### config.mk
export PLATFORM = sky130hd
export DESIGN_NAME = i2c_master_byte_engine
export DESIGN_NICKNAME = d
export VERILOG_FILES = /design/src/sv/i2cm_pkg.sv /design/src/sv/i2c_master_byte_engine.sv /design/src/sv/i2cm_timer.sv /design/src/sv/i2cm_seq.sv
export SDC_FILE = /design/constraint.sdc
export NUM_CORES = 1
export LEC_CHECK = 0
export BUFFER_PORTS_ARGS = -buffer_cell sky130_fd_sc_hd__buf_2
export CAP_MARGIN = 20
export CORE_ASPECT_RATIO = 1.75
export CORE_MARGIN = 1.5
export CORE_UTILIZATION = 33
export CTS_CLUSTER_SIZE = 20
export DETAILED_ROUTE_END_ITERATION = 7
export HOLD_SLACK_MARGIN = 0.05
export SLEW_MARGIN = 20
export SYNTH_ARGS = -nofsm -noshare
export SYNTH_HDL_FRONTEND = slang
export SYNTH_SLANG_ARGS = --single-unit
### constraint.sdc
create_clock -name aclk -period 5.8 [get_ports aclk]
set_input_delay 0.29 -clock aclk [delete_from_list [all_inputs] [get_ports aclk]]
set_output_delay 0.29 -clock aclk [all_outputs]
set_load 0.05 [all_outputs]
### src/sv/i2cm_pkg.sv
// Shared types, codes and constants for the I2C master byte engine.
package i2cm_pkg;

    localparam int BYTE_BITS = 8;

    localparam int TICK_W  = 16;
    localparam int POLL_W  = 10;
    localparam int UNIT_W  = 3;
    localparam int BIT_W   = 4;
    localparam int CFG_W   = 16;

    // Configuration register indexes
    localparam logic CFG_TICKS_PER_UNIT = 1'b0;
    localparam logic CFG_ACK_POLL_LIMIT = 1'b1;

    localparam logic [TICK_W-1:0] TICKS_PER_UNIT_RST = 16'd100;
    localparam logic [POLL_W-1:0] ACK_POLL_LIMIT_RST = 10'd250;

    // Command codes
    localparam logic [2:0] OP_NONE      = 3'd0;
    localparam logic [2:0] OP_START     = 3'd1;
    localparam logic [2:0] OP_STOP      = 3'd2;
    localparam logic [2:0] OP_WRITE     = 3'd3;
    localparam logic [2:0] OP_READ_ACK  = 3'd4;
    localparam logic [2:0] OP_READ_NACK = 3'd5;

    // Phase lengths in timing units
    localparam logic [UNIT_W-1:0] UNITS_COND    = 3'd4;
    localparam logic [UNIT_W-1:0] UNITS_BIT     = 3'd1;
    localparam logic [UNIT_W-1:0] UNITS_ACK_CLK = 3'd2;

    typedef enum logic [3:0] {
        PH_IDLE, PH_ST_A, PH_ST_B, PH_SP_A, PH_SP_B,
        PH_WR_SET, PH_WR_HI, PH_WR_LO, PH_ACK_REL, PH_ACK_HI, PH_ACK_POLL,
        PH_RD_LO, PH_RD_HI, PH_MA_DRV, PH_MA_CLK
    } phase_t;

    typedef struct packed {
        logic [2:0] op;
        logic [7:0] tx_byte;
        logic       sda_in;
    } in_t;

    typedef struct packed {
        logic       scl_release;
        logic       sda_release;
        logic       busy_res;
        logic       done_res;
        logic [7:0] rx_byte;
        logic       ack_seen;
        logic       timed_out;
    } out_t;

    typedef struct packed {
        logic              count_en;
        logic              restart;
        logic [UNIT_W-1:0] units;
    } timer_ctrl_t;

endpackage

### src/sv/i2c_master_byte_engine.sv
// Top level of the I2C master byte engine: register ports, request and result stages.
//
// Each request on the s_ channel is one clock tick of the I2C bus sequencer. It
// carries the sampled SDA level and, while the engine is idle, an optional
// command (start, stop, write byte, read byte with ACK or NACK). Commands that
// arrive while a command is in progress are dropped. Each request yields
// exactly one result on the m_ channel: the SCL/SDA release levels after that
// tick, busy and done, the last received byte and the acknowledge/timeout flags.
// A request accepted into the input register passes through the sequencer
// logic, which loads its result into the result register when the sequencer
// advances; the result is then offered on the m_ channel.
// Throughput: one request per cycle while results are taken; the sequencer state
// advances once per request in a single pass of logic.
// Backpressure: when m_ready is low the result register holds, the input
// register holds its request, and s_ready drops once both are full.
// Reset (aresetn low, synchronous): both stages empty, bus lines released,
// flags cleared, ticks_per_unit = 100, ack_poll_limit = 250.
// Configuration: cfg_wr_en writes cfg_wdata to register cfg_index
// (0 ticks_per_unit, 1 ack_poll_limit); write only while no request is in flight.
module i2c_master_byte_engine (
    input  logic                          aclk,
    input  logic                          aresetn,
    input  logic                          cfg_wr_en,
    input  logic                          cfg_index,
    input  logic [i2cm_pkg::CFG_W-1:0]    cfg_wdata,
    input  logic                          s_valid,
    output logic                          s_ready,
    input  i2cm_pkg::in_t                 s_data,
    output logic                          m_valid,
    input  logic                          m_ready,
    output i2cm_pkg::out_t                m_data
);
    import i2cm_pkg::*;

    logic [TICK_W-1:0] ticks_per_unit_reg;
    logic [POLL_W-1:0] ack_poll_limit_reg;
    logic              in_valid_reg;
    in_t               in_data_reg;
    logic              out_valid_reg;
    out_t              out_data_reg;
    out_t              seq_res;
    logic              adv;

    // Advance the sequencer when a request is held and the result slot frees up
    assign adv     = in_valid_reg && (!out_valid_reg || m_ready);
    assign s_ready = !in_valid_reg || adv;
    assign m_valid = out_valid_reg;
    assign m_data  = out_data_reg;

    // Configuration registers
    always_ff @(posedge aclk) begin
        if (!aresetn) begin
            ticks_per_unit_reg <= TICKS_PER_UNIT_RST;
            ack_poll_limit_reg <= ACK_POLL_LIMIT_RST;
        end else if (cfg_wr_en) begin
            unique case (cfg_index)
                CFG_TICKS_PER_UNIT: ticks_per_unit_reg <= cfg_wdata;
                CFG_ACK_POLL_LIMIT: ack_poll_limit_reg <= cfg_wdata[POLL_W-1:0];
                default: ;
            endcase
        end
    end

    // Request stage
    always_ff @(posedge aclk) begin
        if (!aresetn) begin
            in_valid_reg <= 1'b0;
        end else if (s_ready) begin
            in_valid_reg <= s_valid;
        end
    end

    always_ff @(posedge aclk) begin
        if (s_valid && s_ready) begin
            in_data_reg <= s_data;
        end
    end

    i2cm_seq u_seq (
        .aclk           (aclk),
        .aresetn        (aresetn),
        .adv            (adv),
        .item           (in_data_reg),
        .ticks_per_unit (ticks_per_unit_reg),
        .ack_poll_limit (ack_poll_limit_reg),
        .res            (seq_res)
    );

    // Result stage: load on advance, drop the valid once taken
    always_ff @(posedge aclk) begin
        if (!aresetn) begin
            out_valid_reg <= 1'b0;
        end else if (adv) begin
            out_valid_reg <= 1'b1;
        end else if (m_ready) begin
            out_valid_reg <= 1'b0;
        end
    end

    always_ff @(posedge aclk) begin
        if (adv) begin
            out_data_reg <= seq_res;
        end
    end

endmodule

### src/sv/i2cm_timer.sv
// Tick and unit counter that times each pin phase but idle and ACK polling.
module i2cm_timer (
    input  logic                       aclk,
    input  logic                       aresetn,
    input  i2cm_pkg::timer_ctrl_t      ctrl,
    input  logic [15:0]                ticks_per_unit,
    output logic                       expired
);
    import i2cm_pkg::*;

    logic [TICK_W-1:0] tick_count_reg, tick_count_next;
    logic [UNIT_W-1:0] unit_count_reg, unit_count_next;
    logic [TICK_W-1:0] tpu_eff;
    logic [TICK_W:0]   tick_inc;
    logic              wrap;
    logic [UNIT_W-1:0] unit_inc;

    // A zero setting counts as one tick per unit
    assign tpu_eff  = (ticks_per_unit == '0) ? TICK_W'(1) : ticks_per_unit;
    assign tick_inc = {1'b0, tick_count_reg} + (TICK_W+1)'(1);
    assign wrap     = tick_inc >= {1'b0, tpu_eff};
    assign unit_inc = unit_count_reg + UNIT_W'(wrap);
    assign expired  = unit_inc >= ctrl.units;

    always_comb begin
        tick_count_next = tick_count_reg;
        unit_count_next = unit_count_reg;
        if (ctrl.restart) begin
            tick_count_next = '0;
            unit_count_next = '0;
        end else if (ctrl.count_en) begin
            tick_count_next = wrap ? '0 : tick_inc[TICK_W-1:0];
            unit_count_next = unit_inc;
        end
    end

    always_ff @(posedge aclk) begin
        if (!aresetn) begin
            tick_count_reg <= '0;
            unit_count_reg <= '0;
        end else begin
            tick_count_reg <= tick_count_next;
            unit_count_reg <= unit_count_next;
        end
    end

endmodule

### src/sv/i2cm_seq.sv
// Phase sequencer and byte datapath: one tick of bus activity per request.
module i2cm_seq (
    input  logic                  aclk,
    input  logic                  aresetn,
    input  logic                  adv,
    input  i2cm_pkg::in_t         item,
    input  logic [15:0]           ticks_per_unit,
    input  logic [9:0]            ack_poll_limit,
    output i2cm_pkg::out_t        res
);
    import i2cm_pkg::*;

    phase_t            phase_reg, phase_next;
    logic [BIT_W-1:0]  bit_index_reg, bit_index_next;
    logic [7:0]        shift_reg, shift_next;
    logic [POLL_W-1:0] poll_count_reg, poll_count_next;
    logic              scl_level_reg, scl_level_next;
    logic              sda_level_reg, sda_level_next;
    logic [7:0]        rx_hold_reg, rx_hold_next;
    logic              ack_flag_reg, ack_flag_next;
    logic              timeout_flag_reg, timeout_flag_next;
    logic              send_ack_reg, send_ack_next;
    logic              done;
    logic              expired;
    logic [BIT_W-1:0]  bit_inc;
    logic              more_bits;
    logic              poll_over;
    timer_ctrl_t       tmr_ctrl;

    assign bit_inc   = bit_index_reg + BIT_W'(1);
    assign more_bits = bit_inc < BIT_W'(BYTE_BITS);
    assign poll_over = poll_count_reg >= ack_poll_limit;

    // Timer runs in every timed phase and restarts on each phase change
    always_comb begin
        tmr_ctrl.count_en = adv && (phase_reg != PH_IDLE) && (phase_reg != PH_ACK_POLL);
        tmr_ctrl.restart  = adv && (phase_next != phase_reg);
        case (phase_reg)
            PH_ST_A, PH_ST_B, PH_SP_A, PH_SP_B: tmr_ctrl.units = UNITS_COND;
            PH_MA_CLK: tmr_ctrl.units = send_ack_reg ? UNITS_ACK_CLK : UNITS_BIT;
            default:   tmr_ctrl.units = UNITS_BIT;
        endcase
    end

    i2cm_timer u_timer (
        .aclk           (aclk),
        .aresetn        (aresetn),
        .ctrl           (tmr_ctrl),
        .ticks_per_unit (ticks_per_unit),
        .expired        (expired)
    );

    // Next phase
    always_comb begin
        phase_next = phase_reg;
        unique case (phase_reg)
            PH_IDLE: begin
                case (item.op)
                    OP_START:                  phase_next = PH_ST_A;
                    OP_STOP:                   phase_next = PH_SP_A;
                    OP_WRITE:                  phase_next = PH_WR_SET;
                    OP_READ_ACK, OP_READ_NACK: phase_next = PH_RD_LO;
                    default:                   phase_next = PH_IDLE;
                endcase
            end
            PH_ST_A:    if (expired) phase_next = PH_ST_B;
            PH_ST_B:    if (expired) phase_next = PH_IDLE;
            PH_SP_A:    if (expired) phase_next = PH_SP_B;
            PH_SP_B:    if (expired) phase_next = PH_IDLE;
            PH_WR_SET:  if (expired) phase_next = PH_WR_HI;
            PH_WR_HI:   if (expired) phase_next = PH_WR_LO;
            PH_WR_LO:   if (expired) phase_next = more_bits ? PH_WR_SET : PH_ACK_REL;
            PH_ACK_REL: if (expired) phase_next = PH_ACK_HI;
            PH_ACK_HI:  if (expired) phase_next = PH_ACK_POLL;
            PH_ACK_POLL: begin
                if (!item.sda_in) phase_next = PH_IDLE;
                else if (poll_over) phase_next = PH_SP_A;
            end
            PH_RD_LO:   if (expired) phase_next = PH_RD_HI;
            PH_RD_HI:   if (expired) phase_next = more_bits ? PH_RD_LO : PH_MA_DRV;
            PH_MA_DRV:  if (expired) phase_next = PH_MA_CLK;
            PH_MA_CLK:  if (expired) phase_next = PH_IDLE;
            default:    phase_next = PH_IDLE;
        endcase
    end

    // Pin levels, shifter, flags
    always_comb begin
        bit_index_next    = bit_index_reg;
        shift_next        = shift_reg;
        poll_count_next   = poll_count_reg;
        scl_level_next    = scl_level_reg;
        sda_level_next    = sda_level_reg;
        rx_hold_next      = rx_hold_reg;
        ack_flag_next     = ack_flag_reg;
        timeout_flag_next = timeout_flag_reg;
        send_ack_next     = send_ack_reg;
        done              = 1'b0;
        unique case (phase_reg)
            PH_IDLE: begin
                case (item.op)
                    OP_START: begin
                        scl_level_next = 1'b1;
                        sda_level_next = 1'b1;
                    end
                    OP_STOP: begin
                        scl_level_next = 1'b0;
                        sda_level_next = 1'b0;
                    end
                    OP_WRITE: begin
                        ack_flag_next     = 1'b0;
                        timeout_flag_next = 1'b0;
                        shift_next        = item.tx_byte;
                        bit_index_next    = '0;
                        scl_level_next    = 1'b0;
                        sda_level_next    = item.tx_byte[BYTE_BITS-1];
                    end
                    OP_READ_ACK, OP_READ_NACK: begin
                        send_ack_next  = (item.op == OP_READ_ACK);
                        shift_next     = '0;
                        bit_index_next = '0;
                        scl_level_next = 1'b0;
                        sda_level_next = 1'b1;
                    end
                    default: ;
                endcase
            end
            PH_ST_A: if (expired) begin
                scl_level_next = 1'b1;
                sda_level_next = 1'b0;
            end
            PH_ST_B: if (expired) begin
                scl_level_next = 1'b0;
                sda_level_next = 1'b0;
                done           = 1'b1;
            end
            PH_SP_A: if (expired) begin
                scl_level_next = 1'b1;
                sda_level_next = 1'b1;
            end
            PH_SP_B: if (expired) begin
                scl_level_next = 1'b1;
                sda_level_next = 1'b1;
                done           = 1'b1;
            end
            PH_WR_SET:  if (expired) scl_level_next = 1'b1;
            PH_WR_HI:   if (expired) scl_level_next = 1'b0;
            PH_WR_LO: if (expired) begin
                shift_next     = {shift_reg[6:0], 1'b0};
                bit_index_next = bit_inc;
                scl_level_next = 1'b0;
                sda_level_next = more_bits ? shift_reg[6] : 1'b1;
            end
            PH_ACK_REL: if (expired) begin
                scl_level_next = 1'b1;
                sda_level_next = 1'b1;
            end
            PH_ACK_HI:  if (expired) poll_count_next = '0;
            PH_ACK_POLL: begin
                if (!item.sda_in) begin
                    ack_flag_next  = 1'b1;
                    scl_level_next = 1'b0;
                    sda_level_next = 1'b1;
                    done           = 1'b1;
                end else if (poll_over) begin
                    // No acknowledge: flag it and issue a stop
                    timeout_flag_next = 1'b1;
                    scl_level_next    = 1'b0;
                    sda_level_next    = 1'b0;
                end else begin
                    poll_count_next = poll_count_reg + POLL_W'(1);
                end
            end
            PH_RD_LO: if (expired) begin
                scl_level_next = 1'b1;
                sda_level_next = 1'b1;
                shift_next     = {shift_reg[6:0], item.sda_in};
            end
            PH_RD_HI: if (expired) begin
                bit_index_next = bit_inc;
                scl_level_next = 1'b0;
                if (more_bits) begin
                    sda_level_next = 1'b1;
                end else begin
                    rx_hold_next   = shift_reg;
                    sda_level_next = !send_ack_reg;
                end
            end
            PH_MA_DRV:  if (expired) scl_level_next = 1'b1;
            PH_MA_CLK: if (expired) begin
                scl_level_next = 1'b0;
                done           = 1'b1;
            end
            default: ;
        endcase
    end

    always_comb begin
        res.scl_release = scl_level_next;
        res.sda_release = sda_level_next;
        res.busy_res    = (phase_next != PH_IDLE);
        res.done_res    = done;
        res.rx_byte     = rx_hold_next;
        res.ack_seen    = ack_flag_next;
        res.timed_out   = timeout_flag_next;
    end

    always_ff @(posedge aclk) begin
        if (!aresetn) begin
            phase_reg        <= PH_IDLE;
            bit_index_reg    <= '0;
            shift_reg        <= '0;
            poll_count_reg   <= '0;
            scl_level_reg    <= 1'b1;
            sda_level_reg    <= 1'b1;
            rx_hold_reg      <= '0;
            ack_flag_reg     <= 1'b0;
            timeout_flag_reg <= 1'b0;
            send_ack_reg     <= 1'b0;
        end else if (adv) begin
            phase_reg        <= phase_next;
            bit_index_reg    <= bit_index_next;
            shift_reg        <= shift_next;
            poll_count_reg   <= poll_count_next;
            scl_level_reg    <= scl_level_next;
            sda_level_reg    <= sda_level_next;
            rx_hold_reg      <= rx_hold_next;
            ack_flag_reg     <= ack_flag_next;
            timeout_flag_reg <= timeout_flag_next;
            send_ack_reg     <= send_ack_next;
        end
    end

    a_hold_when_stalled: assert property (@(posedge aclk) disable iff (!aresetn)
        !adv |=> $stable(phase_reg) && $stable(shift_reg))
        else $error("sequencer state moved without a request");

    a_write_starts: assert property (@(posedge aclk) disable iff (!aresetn)
        adv && phase_reg == PH_IDLE && item.op == OP_WRITE
        |=> phase_reg == PH_WR_SET && !ack_flag_reg && !timeout_flag_reg)
        else $error("write request did not start a bit with cleared flags");

    a_bit_index_range: assert property (@(posedge aclk) disable iff (!aresetn)
        bit_index_reg <= BIT_W'(BYTE_BITS))
        else $error("bit index ran past the byte");

    a_scl_low_on_setup: assert property (@(posedge aclk) disable iff (!aresetn)
        phase_reg == PH_WR_SET || phase_reg == PH_RD_LO |-> !scl_level_reg)
        else $error("SCL released during data setup");

endmodule

==> summary.md <==
| Metric | Value |
|---|---|
| Status | `complete, no violations` |
| DR iter-0 viols | `425` |
| Setup ws final | `463 ps` |
| Via count | `5586` |
| Largest net degree at the start of global routing | `61` |
| Least-Margin Pin Slew | `938 ps` |
| Crit start category | `flop` |
| FF+latch count, synth | `112` |
| Root Buffer | `clkbuf_16` |
| Pwr dens | `238 mW/mm2` |
| Initial core utilization | `33.5%` |
| Core area | `0.0197 mm2` |
| H-tree Lvls | `3` |
| Die Wd | `110 um` |
| Critical Path End Type | `flop` |
| Most frequent cells in the layout | `nand2_1 (139), dfxtp_1 (86), buf_2 (49)` |
| VDD IR max | `0.121 mV` |
| IO Port Bufs | `49` |
| Drt wl/cell | `16.3 um` |
| Setup_tns | `0 ps` |
| Main synth FF type | `dfxtp_1` |
| GPL Wtd Cong | `0.922` |
| Remaining global-route overflow | `0` |
| Clock sinks | `112` |
| Vias in the first global route | `5541` |
| Final WL | `16900 um` |
| Switching Fraction | `27.6%` |
| Clock slew seen by the registers of the worst setup and hold paths | `70 ps` |
| Antenna violations before repair | `0` |
| Pre-antenna DRT Iters | `5` |
| Post-detail-place hpwl | `12300 um` |
| NumNets Final | `852` |
| Crit Path Max Fanout | `19` |
| Number of synthesized flops with an enable pin | `26` |
| Crit share post-route | `92.0%` |
| Chip Height | `190 um` |
| Cell total after placement | `1014` |
| Post-Syn Nets | `820` |
| Max Cap Viol | `0` |
| DIE AREA | `0.0209 mm2` |
| DRC Markers | `0` |
| Overall Global Routing Usage | `16.8%` |
| Relative slew slack | `37.1%` |
| Final count of hold timing violations | `0` |
| Total Power | `0.00175 W` |
| Critical Path RT | `6050 ps` |
| Synth unique cells | `79` |
| Layout cell share with drive strength beyond 1 | `16.9%` |
| Net switching power | `0.000483 W` |
| HP Class | `in2reg` |
| Row count | `68` |
| Int Pwr | `0.00127 W` |
| Sequential area share after synthesis | `38.0%` |
| Async S/R FF share, synth | `0%` |
| Clock group share of total power | `35.9%` |
| Deepest clock path buffer count | `2` |
| CP Class | `reg2reg` |
| Arrival @ worst endpoint | `5590 ps` |
| Reg power frac | `48.7%` |
| Non-filler cells, final | `1034` |
| Mapped Area | `0.00659 mm2` |
| Antenna diode count | `0` |
| Avg Inst Size Synth | `8.77 um2` |
| Fillers | `1994` |
| Synth warn | `0` |
| First-pass GRT wire length | `27400 um` |
| Most common cell after layout, fill and taps aside | `nand2_1` |
| Unrepaired setup endpoints after global routing | `false` |
| Layout Area Growth over Synthesis | `11.7%` |
| Dpl ws | `377 ps` |
| Leakage dissipation | `2.86 nW` |
| CTS tree | `built` |
| Detail Route Antenna Nets | `0` |
| Logic pwr share | `15.4%` |
| Final setup fails | `0` |
| Num CTS Buffers | `9` |
| Worst-case clock skew | `7.85 ps` |
| Min Tclk post-route | `5340 ps` |
| Max Transition Viols Final | `0` |
| I/O pins | `50` |
| Clock latency on the worst-skew pair | `350 ps` |
| DR vias/cell | `5.40` |
| Fmax | `187 MHz` |
| Post-Syn Instances | `752` |
layer usage:
layer | up-vias | share of wire, % | track usage, %
li1 | 2771 | - | -
met1 | 2645 | 40 | 18.9
met2 | 119 | 52 | 29.3
met3 | 51 | 2.6 | 1.58
met4 | 0 | 5.4 | 11.0
met5 | - | 0 | 0
cells in the mapped netlist, drive strengths merged, types with 7 or more instances:
| cell | instances | area (um2) |
|---|---|---|
| a21oi | 33 | 180 |
| mux2 | 9 | 101 |
| nor2b | 9 | 56.3 |
| a21boi | 28 | 210 |
| nand2 | 139 | 522 |
| buf | 24 | 145 |
| ha | 34 | 425 |
| inv | 36 | 138 |
| nor2 | 35 | 134 |
| and3 | 9 | 56.3 |
| and2 | 8 | 50.1 |
| nand2b | 7 | 43.8 |
| dfxtp | 86 | 1720 |
| edfxtp | 26 | 781 |
| o21ai | 26 | 130 |
| a221oi | 16 | 171 |
| o211a | 10 | 100 |
| o211ai | 15 | 118 |
| clkbuf | 20 | 75.1 |
| nor3 | 12 | 75.1 |
| nand3 | 46 | 240 |
| xor2 | 9 | 78.8 |
| xnor2 | 19 | 166 |
| a211oi | 18 | 165 |
kinds of logic after synthesis:
| logic type | count (synthesis) | share of synthesized area, % |
|---|---|---|
| AOI/OAI and AO/OA | 190 | 23.0 |
| xor gates and xnor gates | 28 | 3.72 |
| adders and majority gates | 34 | 6.45 |
| buffers and inverters | 81 | 5.49 |
| DFF | 112 | 38.0 |
| muxes | 13 | 2.15 |
| and+or+nand+nor | 294 | 21.3 |
through the flow:
step	instance area [um2]	utilization [%]	hold slack [ps]
final	7360	37.4	112
after global routing	7360	37.4	98.5
after CTS	7310	37.2	100
after detailed placement	7010	35.7	458
after global placement	7010	35.7	449
after floorplan	6590	-	389
worst max-delay path: stages (launching register included):
cell	delay, ps
dfxtp_1	410
nand3_1	220
nor2_2	180
nand3_1	210
nor2_1	190
xor2_1	330
ha_1	210
nand3_1	90
or4_1	530
a31oi_2	180
nor2_1	90
inv_1	70
ha_1	140
ha_1	170
xor2_1	160
ha_1	270
a21oi_1	200
o21a_2	330
mux2i_1	150
nor3_2	250
and3_1	200
o22ai_2	60
buf_4	240
a221oi_1	320
power groups by stage:
stage | Combinational, W | Clock, W | Sequential [W]
after floorplan | 0.000180 | 0 | 0.000879
after global placement | 0.000262 | 0 | 0.000869
after detailed placement | 0.000262 | 0 | 0.000870
after CTS | 0.000264 | 0.000653 | 0.000852
after global routing | 0.000296 | 0.000674 | 0.000855
final | 0.000270 | 0.000627 | 0.000852
worst paths after layout:
| path | cells past startpoint | slack [ps] | end | startpoint |
|---|---|---|---|---|
| setup reg to reg | 23 | 460 | u_seq.u_timer.tick_count_reg[1]$_SDFFE_PP0P_ | u_seq.u_timer.tick_count_reg[0]$_SDFFE_PP0P_ |
| hold / removal | 1 | 110 | in_data_reg[5]$_DFFE_PP_ | s_data[5] |
| setup / recovery | 23 | 460 | u_seq.u_timer.tick_count_reg[1]$_SDFFE_PP0P_ | u_seq.u_timer.tick_count_reg[0]$_SDFFE_PP0P_ |
| hold reg to reg | 2 | 460 | u_seq.rx_hold_reg[5]$_SDFFE_PN0P_ | u_seq.rx_hold_reg[5]$_SDFFE_PN0P_ |
area by class of cell:
class,count,area [um2],share of cell area [%]
Clock buffer,12,246,3.35
Clock inverter,4,53.8,0.731
Multi-Input combinational cell,559,3730,50.7
Tap cell,245,307,4.17
Sequential cell,112,2500,34.0
Timing Repair Buffer,65,378,5.13
Inverter,37,141,1.92
repair_timing:
| action | 4_1_cts | 5_1_grt |
|---|---|---|
| setup buffers | 0 | 4 |
| gates resized for setup | 0 | 1 |
| hold buffers | 0 | 0 |
| endpoints found under the setup margin | 0 | 19 |
(Power assumes the default switching activity.)
